$ cat src/sv/assert_macros.svh
// Assertion macros shared by the ALU pipeline files.
// No dependencies; included by the top level only.
`ifndef ASSERT_MACROS_SVH
`define ASSERT_MACROS_SVH

// Same-cycle implication, checked at each rising clock edge outside reset.
`define ASSERT_SAME(label, clk, rst, cond, expr, msg) \
   label: assert property (@(posedge clk) disable iff (rst) (cond) |-> (expr)) \
      else $error(msg);

// Next-cycle implication, checked at each rising clock edge outside reset.
`define ASSERT_NEXT(label, clk, rst, cond, expr, msg) \
   label: assert property (@(posedge clk) disable iff (rst) (cond) |=> (expr)) \
      else $error(msg);

`endif

$ cat src/sv/alu8_pkg.sv
// Types, operation codes and constants of the eight-bit ALU pipeline.
// No dependencies; used by every module of the block.
package alu8_pkg;

   // Operation codes.
   localparam logic [4:0] OP_ADD  = 5'd0;
   localparam logic [4:0] OP_ADC  = 5'd1;
   localparam logic [4:0] OP_SUB  = 5'd2;
   localparam logic [4:0] OP_SBC  = 5'd3;
   localparam logic [4:0] OP_CP   = 5'd4;
   localparam logic [4:0] OP_AND  = 5'd5;
   localparam logic [4:0] OP_OR   = 5'd6;
   localparam logic [4:0] OP_XOR  = 5'd7;
   localparam logic [4:0] OP_INC  = 5'd8;
   localparam logic [4:0] OP_DEC  = 5'd9;
   localparam logic [4:0] OP_RLC  = 5'd10;
   localparam logic [4:0] OP_RRC  = 5'd11;
   localparam logic [4:0] OP_RL   = 5'd12;
   localparam logic [4:0] OP_RR   = 5'd13;
   localparam logic [4:0] OP_RLCA = 5'd14;
   localparam logic [4:0] OP_RRCA = 5'd15;
   localparam logic [4:0] OP_RLA  = 5'd16;
   localparam logic [4:0] OP_RRA  = 5'd17;
   localparam logic [4:0] OP_SLA  = 5'd18;
   localparam logic [4:0] OP_SRA  = 5'd19;
   localparam logic [4:0] OP_SRL  = 5'd20;
   localparam logic [4:0] OP_SWAP = 5'd21;
   localparam logic [4:0] OP_BIT  = 5'd22;
   localparam logic [4:0] OP_RES  = 5'd23;
   localparam logic [4:0] OP_SET  = 5'd24;
   localparam logic [4:0] OP_DAA  = 5'd25;
   localparam logic [4:0] OP_CPL  = 5'd26;
   localparam logic [4:0] OP_CCF  = 5'd27;
   localparam logic [4:0] OP_SCF  = 5'd28;

   // Flag bit positions within the four-bit flag word.
   localparam int FLAG_Z = 3;
   localparam int FLAG_N = 2;
   localparam int FLAG_H = 1;
   localparam int FLAG_C = 0;

   // Decimal adjust constants.
   localparam logic [7:0] DAA_ADJ_LO       = 8'h06;
   localparam logic [7:0] DAA_ADJ_HI       = 8'h60;
   localparam logic [7:0] DAA_BYTE_LIMIT   = 8'h99;
   localparam logic [3:0] DAA_NIBBLE_LIMIT = 4'h9;

   // Decoded request held after the first stage.
   typedef struct packed {
      logic [4:0] op;
      logic [7:0] target;
      logic [7:0] source;
      logic [7:0] mask;      // one-hot select of the bit index
      logic [3:0] flags;
      logic [7:0] addend;    // second adder operand, already inverted for subtraction
      logic       carry_in;
      logic       daa_carry;
   } dec_type;

   // Execution result held after the second stage.
   typedef struct packed {
      logic [7:0] result;
      logic [7:0] zero_src;  // byte tested for zero when the zero flag follows it
      logic       zero_from; // 1 when the zero flag follows zero_src
      logic [3:0] flags;     // flags with the zero bit final unless zero_from is set
      logic       writes;
   } exe_type;

endpackage

$ cat src/sv/alu8_decode.sv
// First pipeline stage: decodes the request and prepares the adder operands.
// Depends on alu8_pkg.
module alu8_decode (
   input  logic              clock,
   input  logic              reset,
   input  logic              in_valid,
   output logic              in_ready,
   input  logic [4:0]        operation,
   input  logic [7:0]        target_value,
   input  logic [7:0]        source_value,
   input  logic [2:0]        bit_index,
   input  logic [3:0]        flags_in,
   output logic              out_valid,
   input  logic              out_ready,
   output alu8_pkg::dec_type out_data
);

   logic              valid_ff;
   logic              valid_in;
   alu8_pkg::dec_type data_ff;
   alu8_pkg::dec_type data_in;
   logic [7:0]        daa_adj;
   logic              daa_lo;
   logic              daa_hi;

   // The stage takes a request when it is empty or its content moves on.
   assign in_ready  = !valid_ff || out_ready;
   assign valid_in  = in_ready ? in_valid : valid_ff;
   assign out_valid = valid_ff;
   assign out_data  = data_ff;

   // Decimal adjust decision, made on the incoming byte and flags.
   always_comb begin
      daa_lo = flags_in[alu8_pkg::FLAG_H];
      daa_hi = flags_in[alu8_pkg::FLAG_C];
      if (!flags_in[alu8_pkg::FLAG_N]) begin
         daa_lo = daa_lo || (target_value[3:0] > alu8_pkg::DAA_NIBBLE_LIMIT);
         daa_hi = daa_hi || (target_value > alu8_pkg::DAA_BYTE_LIMIT);
      end
      daa_adj = (daa_lo ? alu8_pkg::DAA_ADJ_LO : 8'h00) |
                (daa_hi ? alu8_pkg::DAA_ADJ_HI : 8'h00);
   end

   // Operand preparation: every add, subtract, step and adjust uses one adder.
   always_comb begin
      data_in.op        = operation;
      data_in.target    = target_value;
      data_in.source    = source_value;
      data_in.mask      = 8'b1 << bit_index;
      data_in.flags     = flags_in;
      data_in.daa_carry = daa_hi;
      data_in.addend    = source_value;
      data_in.carry_in  = 1'b0;
      unique case (operation) inside
         alu8_pkg::OP_ADD: begin
            data_in.addend   = source_value;
            data_in.carry_in = 1'b0;
         end
         alu8_pkg::OP_ADC: begin
            data_in.addend   = source_value;
            data_in.carry_in = flags_in[alu8_pkg::FLAG_C];
         end
         alu8_pkg::OP_SUB, alu8_pkg::OP_CP: begin
            data_in.addend   = ~source_value;
            data_in.carry_in = 1'b1;
         end
         alu8_pkg::OP_SBC: begin
            data_in.addend   = ~source_value;
            data_in.carry_in = ~flags_in[alu8_pkg::FLAG_C];
         end
         alu8_pkg::OP_INC: begin
            data_in.addend   = 8'h00;
            data_in.carry_in = 1'b1;
         end
         alu8_pkg::OP_DEC: begin
            data_in.addend   = 8'hFF;
            data_in.carry_in = 1'b0;
         end
         alu8_pkg::OP_DAA: begin
            if (flags_in[alu8_pkg::FLAG_N]) begin
               data_in.addend   = ~daa_adj;
               data_in.carry_in = 1'b1;
            end else begin
               data_in.addend   = daa_adj;
               data_in.carry_in = 1'b0;
            end
         end
         default: begin
            data_in.addend   = source_value;
            data_in.carry_in = 1'b0;
         end
      endcase
   end

   // Stage register.
   always_ff @(posedge clock) begin
      if (reset) begin
         valid_ff <= 1'b0;
      end else begin
         valid_ff <= valid_in;
      end
   end

   always_ff @(posedge clock) begin
      if (in_valid && in_ready) begin
         data_ff <= data_in;
      end
   end

endmodule

$ cat src/sv/alu8_execute.sv
// Second pipeline stage: adder, logic, shifts and bit operations with their flags.
// Depends on alu8_pkg.
module alu8_execute (
   input  logic              clock,
   input  logic              reset,
   input  logic              in_valid,
   output logic              in_ready,
   input  alu8_pkg::dec_type in_data,
   output logic              out_valid,
   input  logic              out_ready,
   output alu8_pkg::exe_type out_data
);

   logic              valid_ff;
   logic              valid_in;
   alu8_pkg::exe_type data_ff;
   alu8_pkg::exe_type data_in;
   logic [4:0]        sum_lo;
   logic [8:0]        sum;
   logic              c4;
   logic              c8;
   logic [7:0]        t;
   logic [3:0]        fi;

   assign in_ready  = !valid_ff || out_ready;
   assign valid_in  = in_ready ? in_valid : valid_ff;
   assign out_valid = valid_ff;
   assign out_data  = data_ff;

   assign t  = in_data.target;
   assign fi = in_data.flags;

   // Shared adder with carries out of bit 3 and bit 7.
   assign sum_lo = {1'b0, t[3:0]} + {1'b0, in_data.addend[3:0]} + {4'b0, in_data.carry_in};
   assign sum    = {1'b0, t} + {1'b0, in_data.addend} + {8'b0, in_data.carry_in};
   assign c4     = sum_lo[4];
   assign c8     = sum[8];

   // Result and flag selection per operation.
   always_comb begin
      data_in.result    = t;
      data_in.zero_src  = t;
      data_in.zero_from = 1'b0;
      data_in.flags     = fi;
      data_in.writes    = 1'b1;
      unique case (in_data.op) inside
         alu8_pkg::OP_ADD, alu8_pkg::OP_ADC: begin
            data_in.result    = sum[7:0];
            data_in.zero_src  = sum[7:0];
            data_in.zero_from = 1'b1;
            data_in.flags     = {1'b0, 1'b0, c4, c8};
         end
         alu8_pkg::OP_SUB, alu8_pkg::OP_SBC: begin
            data_in.result    = sum[7:0];
            data_in.zero_src  = sum[7:0];
            data_in.zero_from = 1'b1;
            data_in.flags     = {1'b0, 1'b1, !c4, !c8};
         end
         alu8_pkg::OP_CP: begin
            data_in.zero_src  = sum[7:0];
            data_in.zero_from = 1'b1;
            data_in.flags     = {1'b0, 1'b1, !c4, !c8};
            data_in.writes    = 1'b0;
         end
         alu8_pkg::OP_AND: begin
            data_in.result    = t & in_data.source;
            data_in.zero_src  = t & in_data.source;
            data_in.zero_from = 1'b1;
            data_in.flags     = 4'b0010;
         end
         alu8_pkg::OP_OR: begin
            data_in.result    = t | in_data.source;
            data_in.zero_src  = t | in_data.source;
            data_in.zero_from = 1'b1;
            data_in.flags     = 4'b0000;
         end
         alu8_pkg::OP_XOR: begin
            data_in.result    = t ^ in_data.source;
            data_in.zero_src  = t ^ in_data.source;
            data_in.zero_from = 1'b1;
            data_in.flags     = 4'b0000;
         end
         alu8_pkg::OP_INC: begin
            data_in.result    = sum[7:0];
            data_in.zero_src  = sum[7:0];
            data_in.zero_from = 1'b1;
            data_in.flags     = {1'b0, 1'b0, c4, fi[alu8_pkg::FLAG_C]};
         end
         alu8_pkg::OP_DEC: begin
            data_in.result    = sum[7:0];
            data_in.zero_src  = sum[7:0];
            data_in.zero_from = 1'b1;
            data_in.flags     = {1'b0, 1'b1, !c4, fi[alu8_pkg::FLAG_C]};
         end
         alu8_pkg::OP_RLC, alu8_pkg::OP_RLCA: begin
            data_in.result    = {t[6:0], t[7]};
            data_in.zero_src  = {t[6:0], t[7]};
            data_in.zero_from = (in_data.op == alu8_pkg::OP_RLC);
            data_in.flags     = {3'b000, t[7]};
         end
         alu8_pkg::OP_RRC, alu8_pkg::OP_RRCA: begin
            data_in.result    = {t[0], t[7:1]};
            data_in.zero_src  = {t[0], t[7:1]};
            data_in.zero_from = (in_data.op == alu8_pkg::OP_RRC);
            data_in.flags     = {3'b000, t[0]};
         end
         alu8_pkg::OP_RL, alu8_pkg::OP_RLA: begin
            data_in.result    = {t[6:0], fi[alu8_pkg::FLAG_C]};
            data_in.zero_src  = {t[6:0], fi[alu8_pkg::FLAG_C]};
            data_in.zero_from = (in_data.op == alu8_pkg::OP_RL);
            data_in.flags     = {3'b000, t[7]};
         end
         alu8_pkg::OP_RR, alu8_pkg::OP_RRA: begin
            data_in.result    = {fi[alu8_pkg::FLAG_C], t[7:1]};
            data_in.zero_src  = {fi[alu8_pkg::FLAG_C], t[7:1]};
            data_in.zero_from = (in_data.op == alu8_pkg::OP_RR);
            data_in.flags     = {3'b000, t[0]};
         end
         alu8_pkg::OP_SLA: begin
            data_in.result    = {t[6:0], 1'b0};
            data_in.zero_src  = {t[6:0], 1'b0};
            data_in.zero_from = 1'b1;
            data_in.flags     = {3'b000, t[7]};
         end
         alu8_pkg::OP_SRA: begin
            data_in.result    = {t[7], t[7:1]};
            data_in.zero_src  = {t[7], t[7:1]};
            data_in.zero_from = 1'b1;
            data_in.flags     = {3'b000, t[0]};
         end
         alu8_pkg::OP_SRL: begin
            data_in.result    = {1'b0, t[7:1]};
            data_in.zero_src  = {1'b0, t[7:1]};
            data_in.zero_from = 1'b1;
            data_in.flags     = {3'b000, t[0]};
         end
         alu8_pkg::OP_SWAP: begin
            data_in.result    = {t[3:0], t[7:4]};
            data_in.zero_src  = {t[3:0], t[7:4]};
            data_in.zero_from = 1'b1;
            data_in.flags     = 4'b0000;
         end
         alu8_pkg::OP_BIT: begin
            data_in.flags  = {((t & in_data.mask) == 8'h00), 1'b0, 1'b1,
                              fi[alu8_pkg::FLAG_C]};
            data_in.writes = 1'b0;
         end
         alu8_pkg::OP_RES: begin
            data_in.result = t & ~in_data.mask;
         end
         alu8_pkg::OP_SET: begin
            data_in.result = t | in_data.mask;
         end
         alu8_pkg::OP_DAA: begin
            data_in.result    = sum[7:0];
            data_in.zero_src  = sum[7:0];
            data_in.zero_from = 1'b1;
            data_in.flags     = {1'b0, fi[alu8_pkg::FLAG_N], 1'b0, in_data.daa_carry};
         end
         alu8_pkg::OP_CPL: begin
            data_in.result = ~t;
            data_in.flags  = fi | 4'b0110;
         end
         alu8_pkg::OP_CCF: begin
            data_in.flags  = {fi[alu8_pkg::FLAG_Z], 2'b00, ~fi[alu8_pkg::FLAG_C]};
            data_in.writes = 1'b0;
         end
         alu8_pkg::OP_SCF: begin
            data_in.flags  = {fi[alu8_pkg::FLAG_Z], 2'b00, 1'b1};
            data_in.writes = 1'b0;
         end
         default: begin
            // Undefined codes pass the byte and flags through without a write.
            data_in.writes = 1'b0;
         end
      endcase
   end

   // Stage register.
   always_ff @(posedge clock) begin
      if (reset) begin
         valid_ff <= 1'b0;
      end else begin
         valid_ff <= valid_in;
      end
   end

   always_ff @(posedge clock) begin
      if (in_valid && in_ready) begin
         data_ff <= data_in;
      end
   end

endmodule

$ cat src/sv/alu8_flags.sv
// Third pipeline stage: zero detection, final flag word and the output register.
// Depends on alu8_pkg.
module alu8_flags (
   input  logic              clock,
   input  logic              reset,
   input  logic              in_valid,
   output logic              in_ready,
   input  alu8_pkg::exe_type in_data,
   output logic              out_valid,
   input  logic              out_ready,
   output logic [7:0]        result_value,
   output logic [3:0]        flags_out,
   output logic              writes_target
);

   logic       valid_ff;
   logic       valid_in;
   logic [7:0] result_ff;
   logic [3:0] flags_ff;
   logic [3:0] flags_in;
   logic       writes_ff;

   assign in_ready      = !valid_ff || out_ready;
   assign valid_in      = in_ready ? in_valid : valid_ff;
   assign out_valid     = valid_ff;
   assign result_value  = result_ff;
   assign flags_out     = flags_ff;
   assign writes_target = writes_ff;

   // The zero flag follows the tested byte where the operation asks for it.
   always_comb begin
      flags_in = in_data.flags;
      if (in_data.zero_from) begin
         flags_in[alu8_pkg::FLAG_Z] = (in_data.zero_src == 8'h00);
      end
   end

   // Output register.
   always_ff @(posedge clock) begin
      if (reset) begin
         valid_ff <= 1'b0;
      end else begin
         valid_ff <= valid_in;
      end
   end

   always_ff @(posedge clock) begin
      if (in_valid && in_ready) begin
         result_ff <= in_data.result;
         flags_ff  <= flags_in;
         writes_ff <= in_data.writes;
      end
   end

endmodule

$ cat src/sv/eight_bit_alu_with_flags.sv
// Eight-bit ALU with Z, N, H and C flags, built as a three-stage pipeline (decode and
// operand preparation, execute, flag assembly into the output register). A request
// accepted at a clock edge passes through the decode, execute and output registers in
// that order before its response shows on rsp_. A new request may be accepted in every
// cycle while rsp_ready does not stall the pipeline. Each stage holds its own valid bit
// and takes new content when it is empty or its content moves on, so a stall on rsp_ready
// fills the empty stages first and then holds req_ready low; nothing is dropped or
// repeated. Responses come in request order.
// Depends on alu8_pkg, alu8_decode, alu8_execute, alu8_flags and assert_macros.svh.
`include "assert_macros.svh"

module eight_bit_alu_with_flags (
   input  logic       clock,
   input  logic       reset,
   input  logic       req_valid,
   output logic       req_ready,
   input  logic [4:0] req_operation,
   input  logic [7:0] req_target_value,
   input  logic [7:0] req_source_value,
   input  logic [2:0] req_bit_index,
   input  logic [3:0] req_flags_in,
   output logic       rsp_valid,
   input  logic       rsp_ready,
   output logic [7:0] rsp_result_value,
   output logic [3:0] rsp_flags_out,
   output logic       rsp_writes_target
);

   logic              s1_valid;
   logic              s2_ready;
   alu8_pkg::dec_type s1_data;
   logic              s2_valid;
   logic              s3_ready;
   alu8_pkg::exe_type s2_data;

   // Stage one: decode.
   alu8_decode u_decode (
      .clock        (clock),
      .reset        (reset),
      .in_valid     (req_valid),
      .in_ready     (req_ready),
      .operation    (req_operation),
      .target_value (req_target_value),
      .source_value (req_source_value),
      .bit_index    (req_bit_index),
      .flags_in     (req_flags_in),
      .out_valid    (s1_valid),
      .out_ready    (s2_ready),
      .out_data     (s1_data)
   );

   // Stage two: execute.
   alu8_execute u_execute (
      .clock     (clock),
      .reset     (reset),
      .in_valid  (s1_valid),
      .in_ready  (s2_ready),
      .in_data   (s1_data),
      .out_valid (s2_valid),
      .out_ready (s3_ready),
      .out_data  (s2_data)
   );

   // Stage three: flags and output register.
   alu8_flags u_flags (
      .clock         (clock),
      .reset         (reset),
      .in_valid      (s2_valid),
      .in_ready      (s3_ready),
      .in_data       (s2_data),
      .out_valid     (rsp_valid),
      .out_ready     (rsp_ready),
      .result_value  (rsp_result_value),
      .flags_out     (rsp_flags_out),
      .writes_target (rsp_writes_target)
   );

   // An accepted request always occupies the first stage in the next cycle.
   `ASSERT_NEXT(a_accept_fills_s1, clock, reset, req_valid && req_ready, s1_valid,
      "accepted request lost at decode")
   // A full pipeline under a stalled response side accepts nothing.
   `ASSERT_SAME(a_full_blocks, clock, reset,
      s1_valid && s2_valid && rsp_valid && !rsp_ready, !req_ready,
      "request accepted into a full pipeline")
   // A stalled execute stage keeps its content.
   `ASSERT_NEXT(a_s2_holds, clock, reset, s2_valid && !s3_ready, s2_valid,
      "execute stage dropped a stalled request")

endmodule
$ cat config.mk
export PLATFORM = sky130hd
export DESIGN_NAME = eight_bit_alu_with_flags
export DESIGN_NICKNAME = d
export VERILOG_FILES = /design/src/sv/alu8_pkg.sv /design/src/sv/alu8_decode.sv /design/src/sv/alu8_execute.sv /design/src/sv/alu8_flags.sv /design/src/sv/eight_bit_alu_with_flags.sv
export VERILOG_INCLUDE_DIRS = /design/src /design/src/sv
export SDC_FILE = /design/constraint.sdc
export NUM_CORES = 1
export LEC_CHECK = 0
export ABC_AREA = 1
export BUFFER_PORTS_ARGS = -buffer_cell sky130_fd_sc_hd__buf_4
export CORE_ASPECT_RATIO = 1.75
export CORE_MARGIN = 5
export CORE_UTILIZATION = 55
export DETAILED_ROUTE_END_ITERATION = 6
export PLACE_DENSITY = 0.87
export RECOVER_POWER = 100
export SETUP_SLACK_MARGIN = 0.05
export SLEW_MARGIN = 0
export SYNTH_ARGS = -nofsm -noshare
export SYNTH_HDL_FRONTEND = slang
export SYNTH_HIERARCHICAL = 1
export SYNTH_SLANG_ARGS = --single-unit
$ cat constraint.sdc
create_clock -name clock -period 3 [get_ports clock]
set_input_delay 0.15 -clock clock [delete_from_list [all_inputs] [get_ports clock]]
set_output_delay 0.15 -clock clock [all_outputs]
set_load 0.02 [all_outputs]
==> summary.md <==
| Metric | Value |
|---|---|
| Result of the run | `completed` |
| Power density of the placed cells | `496 nW/µm²` |
| Leak pwr | `2.99 nW` |
| Area of the die | `approximately 12000 µm²` |
| Initial core utilization | `56.2%` |
| M1 WL | `roughly 5700 µm` |
| Count of mapped cells out of synthesis | `708` |
| Depth of the worst register-to-register path | `9` |
| # Max-Cap Violations | `0` |
| Share of synthesized flip-flops with an asynchronous set or reset | `0%` |
| Unrepaired setup endpoints after global routing | `false` |
| TritonCTS sink count | `81` |
| Syn Area/Cell | `slightly below 8 µm²` |
| Critical R2R Launch | `u_decode/out_data[42]` |
| Met2 WL | `8700 µm` |
| Count of vias placed by the detailed router | `5222` |
| Die X-Extent | `85.8 µm` |
| H-tree levels | `3` |
| Crit path time final | `2640 ps` |
| Number of nets produced by synthesis | `about 770` |
| Endpoint kind of the worst setup timing path | `flop` |
| Worst clock skew | `6.80 ps` |
| Avg WL per Cell | `18.3 µm` |
| Vias per std cell | `5.78` |
| Final worst-path cycle share | `88.1%` |
| Pre-CTS setup slack | `613 ps` |
| Critical Path Source | `u_decode/out_data[42]` |
| Chip Height | `143 µm` |
| Cell area after synthesis | `around 5500 µm²` |
| Number of ports placed on the die boundary | `47` |
| Clock input transition at the sequential cells of the worst setup and hold paths | `60 ps` |
| Count of flip-flops with a built-in enable after synthesis | `78` |
| Final standard cell area without fillers | `around 6300 µm²` |
| Core Box Area | `9850 µm²` |
| Global-route wire length before repair | `25700 µm` |
| Worst Path Max Fanout | `17` |
| Later-pin clock latency in the skew report | `340 ps` |
| Total iterations of the first detailed-routing run | `6` |
| Buffer count from post-CTS setup fixing | `0` |
| Top routing layer in use | `met4` |
| Count leader, synth | `sky130_fd_sc_hd__nand2_1` |
| Largest voltage drop on the vdd net | `slightly above 0.4 mV` |
| Worst Hold Class | `in2reg` |
| Number of max-slew violations in the final report | `0` |
| Flip-flop and latch count after synthesis | `81` |
| Antenna violations before repair | `0` |
| Detail Placement HPWL | `between 10000 and 15000 µm` |
| Std cell rows | `48` |
| Minimum setup slack among reg-to-reg paths | `360 ps` |
| TNS Setup | `0 ps` |
| F_max | `378 MHz` |
| Number of cells upsized or downsized after cts | `0` |
| Number of different library cells in the post-synthesis netlist | `41` |
| Number of buffers inserted during clock tree synthesis | `9` |
| Terminus of the critical flop-to-flop path | `u_execute/out_data[19]` |
| Critical path type | `reg2reg` |
| Transition at the pin with the smallest max-transition slack | `about 1200 ps` |
| Number of input and output port buffers inserted | `46` |
| Data arrival at the endpoint of the critical path | `2720 ps` |
| Total length of routed met3 wires | `946 µm` |
| Area share of the largest cell type after synthesis | `approximately 42%` |
| Signed area change from the synthesized netlist to the final layout | `14.6%` |
| End of the critical path | `u_execute/out_data[19]` |
| Ranking of synthesized cells by instance count | `178 x sky130_fd_sc_hd__nand2_1, 93 x sky130_fd_sc_hd__nor2_1, 83 x sky130_fd_sc_hd__nand3_1` |
| Main area contributors after synthesis | `sky130_fd_sc_hd__edfxtp_1 42%, sky130_fd_sc_hd__nand2_1 12%, sky130_fd_sc_hd__nand3_1 7.5%` |
| Final core occ | `64.4%` |
| Required time reported for the critical path endpoint | `between 3000 and 4000 ps` |
| First-iteration detailed-routing DRC count | `~370` |
| Worst-case clock buffer depth | `2` |
| Detail Route Antenna Nets | `0` |
| Final setup margin | `356 ps` |
| Sum of overflow across all layers after global routing | `0` |
| Number of antenna diodes | `0` |
| Root cell of the clock tree | `sky130_fd_sc_hd__clkbuf_16` |
| Cell Area, Placed | `6020 µm²` |
| Final weighted congestion in routability-driven placement | `1.01` |
| Post-layout net count | `830` |
| Main flop type after synthesis | `sky130_fd_sc_hd__edfxtp_1` |
| Largest net degree at the start of global routing | `44` |
| Startpoint kind of the worst setup timing path | `flop` |
| Biggest area consumer among synthesized cells | `sky130_fd_sc_hd__edfxtp_1` |
| Number of global-route vias before repair | `between 5000 and 6000` |
| Total GRT Usage | `27.6%` |
| Overall routed net length | `16500 µm` |
| Share of cells above drive strength 1 | `9.90%` |
| TritonCTS clock tree | `yes` |
| Number of failing setup endpoints in the final timing report | `0` |
| Final Hold Violating Endpoints | `0` |
| Slew HR | `22.8%` |
| Sequential element share of the synthesized area | `43.4%` |
| Drt drc | `0` |
| Synthesis Warnings | `6` |
area by class of cell:
cell class,instances,area (µm²)
Clock buffer,9,225
Clock inverter,7,101
Fill cell,857,3510
Inverter,90,338
Multi-Input combinational cell,522,2690
Sequential cell,81,2400
Tap cell,125,156
Timing Repair Buffer,69,429
sequential cells by signal, indices dropped and copies added, names as in the netlist:
register / flops
u_execute/out_data: 22
u_execute/out_valid: 1
u_flags/flags_out: 4
u_decode/out_valid: 1
u_flags/out_valid: 1
u_decode/out_data: 43
u_flags/writes_target: 1
u_flags/result_value: 8
worst min path at each step:
stage	start	endpoint	slack (ps)	depth (start not counted)
after CTS	req_source_value[7]	u_decode/out_data[29]	3	1
final	req_source_value[7]	u_decode/out_data[29]	60	1
after global placement	reset	u_execute/out_valid	330	2
after floorplan	reset	u_decode/out_valid	220	1
after global routing	req_source_value[7]	u_decode/out_data[29]	70	1
after detailed placement	reset	u_decode/out_valid	330	2
metal layers:
| layer | global-route usage, % | up-vias |
|---|---|---|
| li1 | - | 2474 |
| met1 | 27.1 | 2394 |
| met2 | 52.0 | 271 |
| met3 | 4.16 | 83 |
| met4 | 18.8 | 0 |
| met5 | 0 | - |
layout by cell type (no fill, tap or decap), types with 2 or more instances in the layout:
cell / netlist / layout
sky130_fd_sc_hd__a21oi_1: 27 / 26
sky130_fd_sc_hd__a31oi_1: 2 / 2
sky130_fd_sc_hd__buf_4: 2 / 8
sky130_fd_sc_hd__bufinv_16: 0 / 2
sky130_fd_sc_hd__clkbuf_1: 8 / 33
sky130_fd_sc_hd__clkbuf_16: 0 / 9
sky130_fd_sc_hd__clkbuf_4: 0 / 12
sky130_fd_sc_hd__clkinvlp_4: 0 / 2
sky130_fd_sc_hd__dfxtp_1: 3 / 3
sky130_fd_sc_hd__dlygate4sd3_1: 0 / 15
sky130_fd_sc_hd__edfxtp_1: 78 / 78
sky130_fd_sc_hd__fa_1: 2 / 2
sky130_fd_sc_hd__ha_1: 23 / 23
sky130_fd_sc_hd__inv_1: 81 / 83
sky130_fd_sc_hd__inv_2: 8 / 6
sky130_fd_sc_hd__inv_6: 0 / 2
sky130_fd_sc_hd__nand2_1: 178 / 180
sky130_fd_sc_hd__nand2_2: 13 / 11
sky130_fd_sc_hd__nand3_1: 83 / 86
sky130_fd_sc_hd__nand3_2: 5 / 2
sky130_fd_sc_hd__nand3b_1: 10 / 10
sky130_fd_sc_hd__nand4_1: 7 / 7
sky130_fd_sc_hd__nor2_1: 93 / 95
sky130_fd_sc_hd__nor2_2: 7 / 5
sky130_fd_sc_hd__nor2_4: 10 / 10
sky130_fd_sc_hd__nor3_1: 9 / 9
sky130_fd_sc_hd__o21ai_0: 22 / 27
sky130_fd_sc_hd__o21ai_1: 7 / 2
sky130_fd_sc_hd__o21bai_1: 3 / 3
sky130_fd_sc_hd__o22ai_1: 5 / 5
sky130_fd_sc_hd__xnor2_1: 2 / 2
sky130_fd_sc_hd__xor2_1: 2 / 2
kinds of logic (layout without fill, tap and decap cells):
kind of cell | count (synthesis) | count (layout) | synth area share [%]
AND/OR/NAND/NOR | 422 | 422 | 35.3
buffers and inverters | 105 | 175 | 7.71
flip-flops | 81 | 81 | 43.4
AO/OA/AOI/OAI | 71 | 71 | 6.97
adder cells (fa/ha/maj) | 25 | 25 | 5.93
XOR/XNOR | 4 | 4 | 0.633
critical path: stages (launching register included):
cell,delay (ps)
sky130_fd_sc_hd__edfxtp_1,710
sky130_fd_sc_hd__inv_1,370
sky130_fd_sc_hd__nand3_1,360
sky130_fd_sc_hd__nand2_1,280
sky130_fd_sc_hd__inv_1,100
sky130_fd_sc_hd__nand2_1,160
sky130_fd_sc_hd__nand2_1,100
sky130_fd_sc_hd__nand3_1,110
sky130_fd_sc_hd__nor2_1,120
sky130_fd_sc_hd__nand3_1,90
repair_timing:
item / CTS / global route
hold endpoints to repair: 17 / 0
hold buffers: 15 / 0
setup endpoints to repair: 0 / 0
through the flow:
| stage | power, mW | hold WS (ps) | instances |
|---|---|---|---|
| after floorplan | 1.78 | 219 | 708 |
| after global placement | 1.95 | 327 | 872 |
| after detailed placement | 1.97 | 331 | 872 |
| after CTS | 3.16 | 3.22 | 903 |
| after global routing | 3.27 | 74.4 | 903 |
| final | 3.14 | 56.9 | 903 |
power by group:
group	switching [mW]	internal, mW	total [mW]
clock	0.444	0.735	1.18
combinational	0.380	0.192	0.572
sequential	0.0531	1.34	1.39
total	0.877	2.27	3.14
Power figures use the tool's default switching activity.
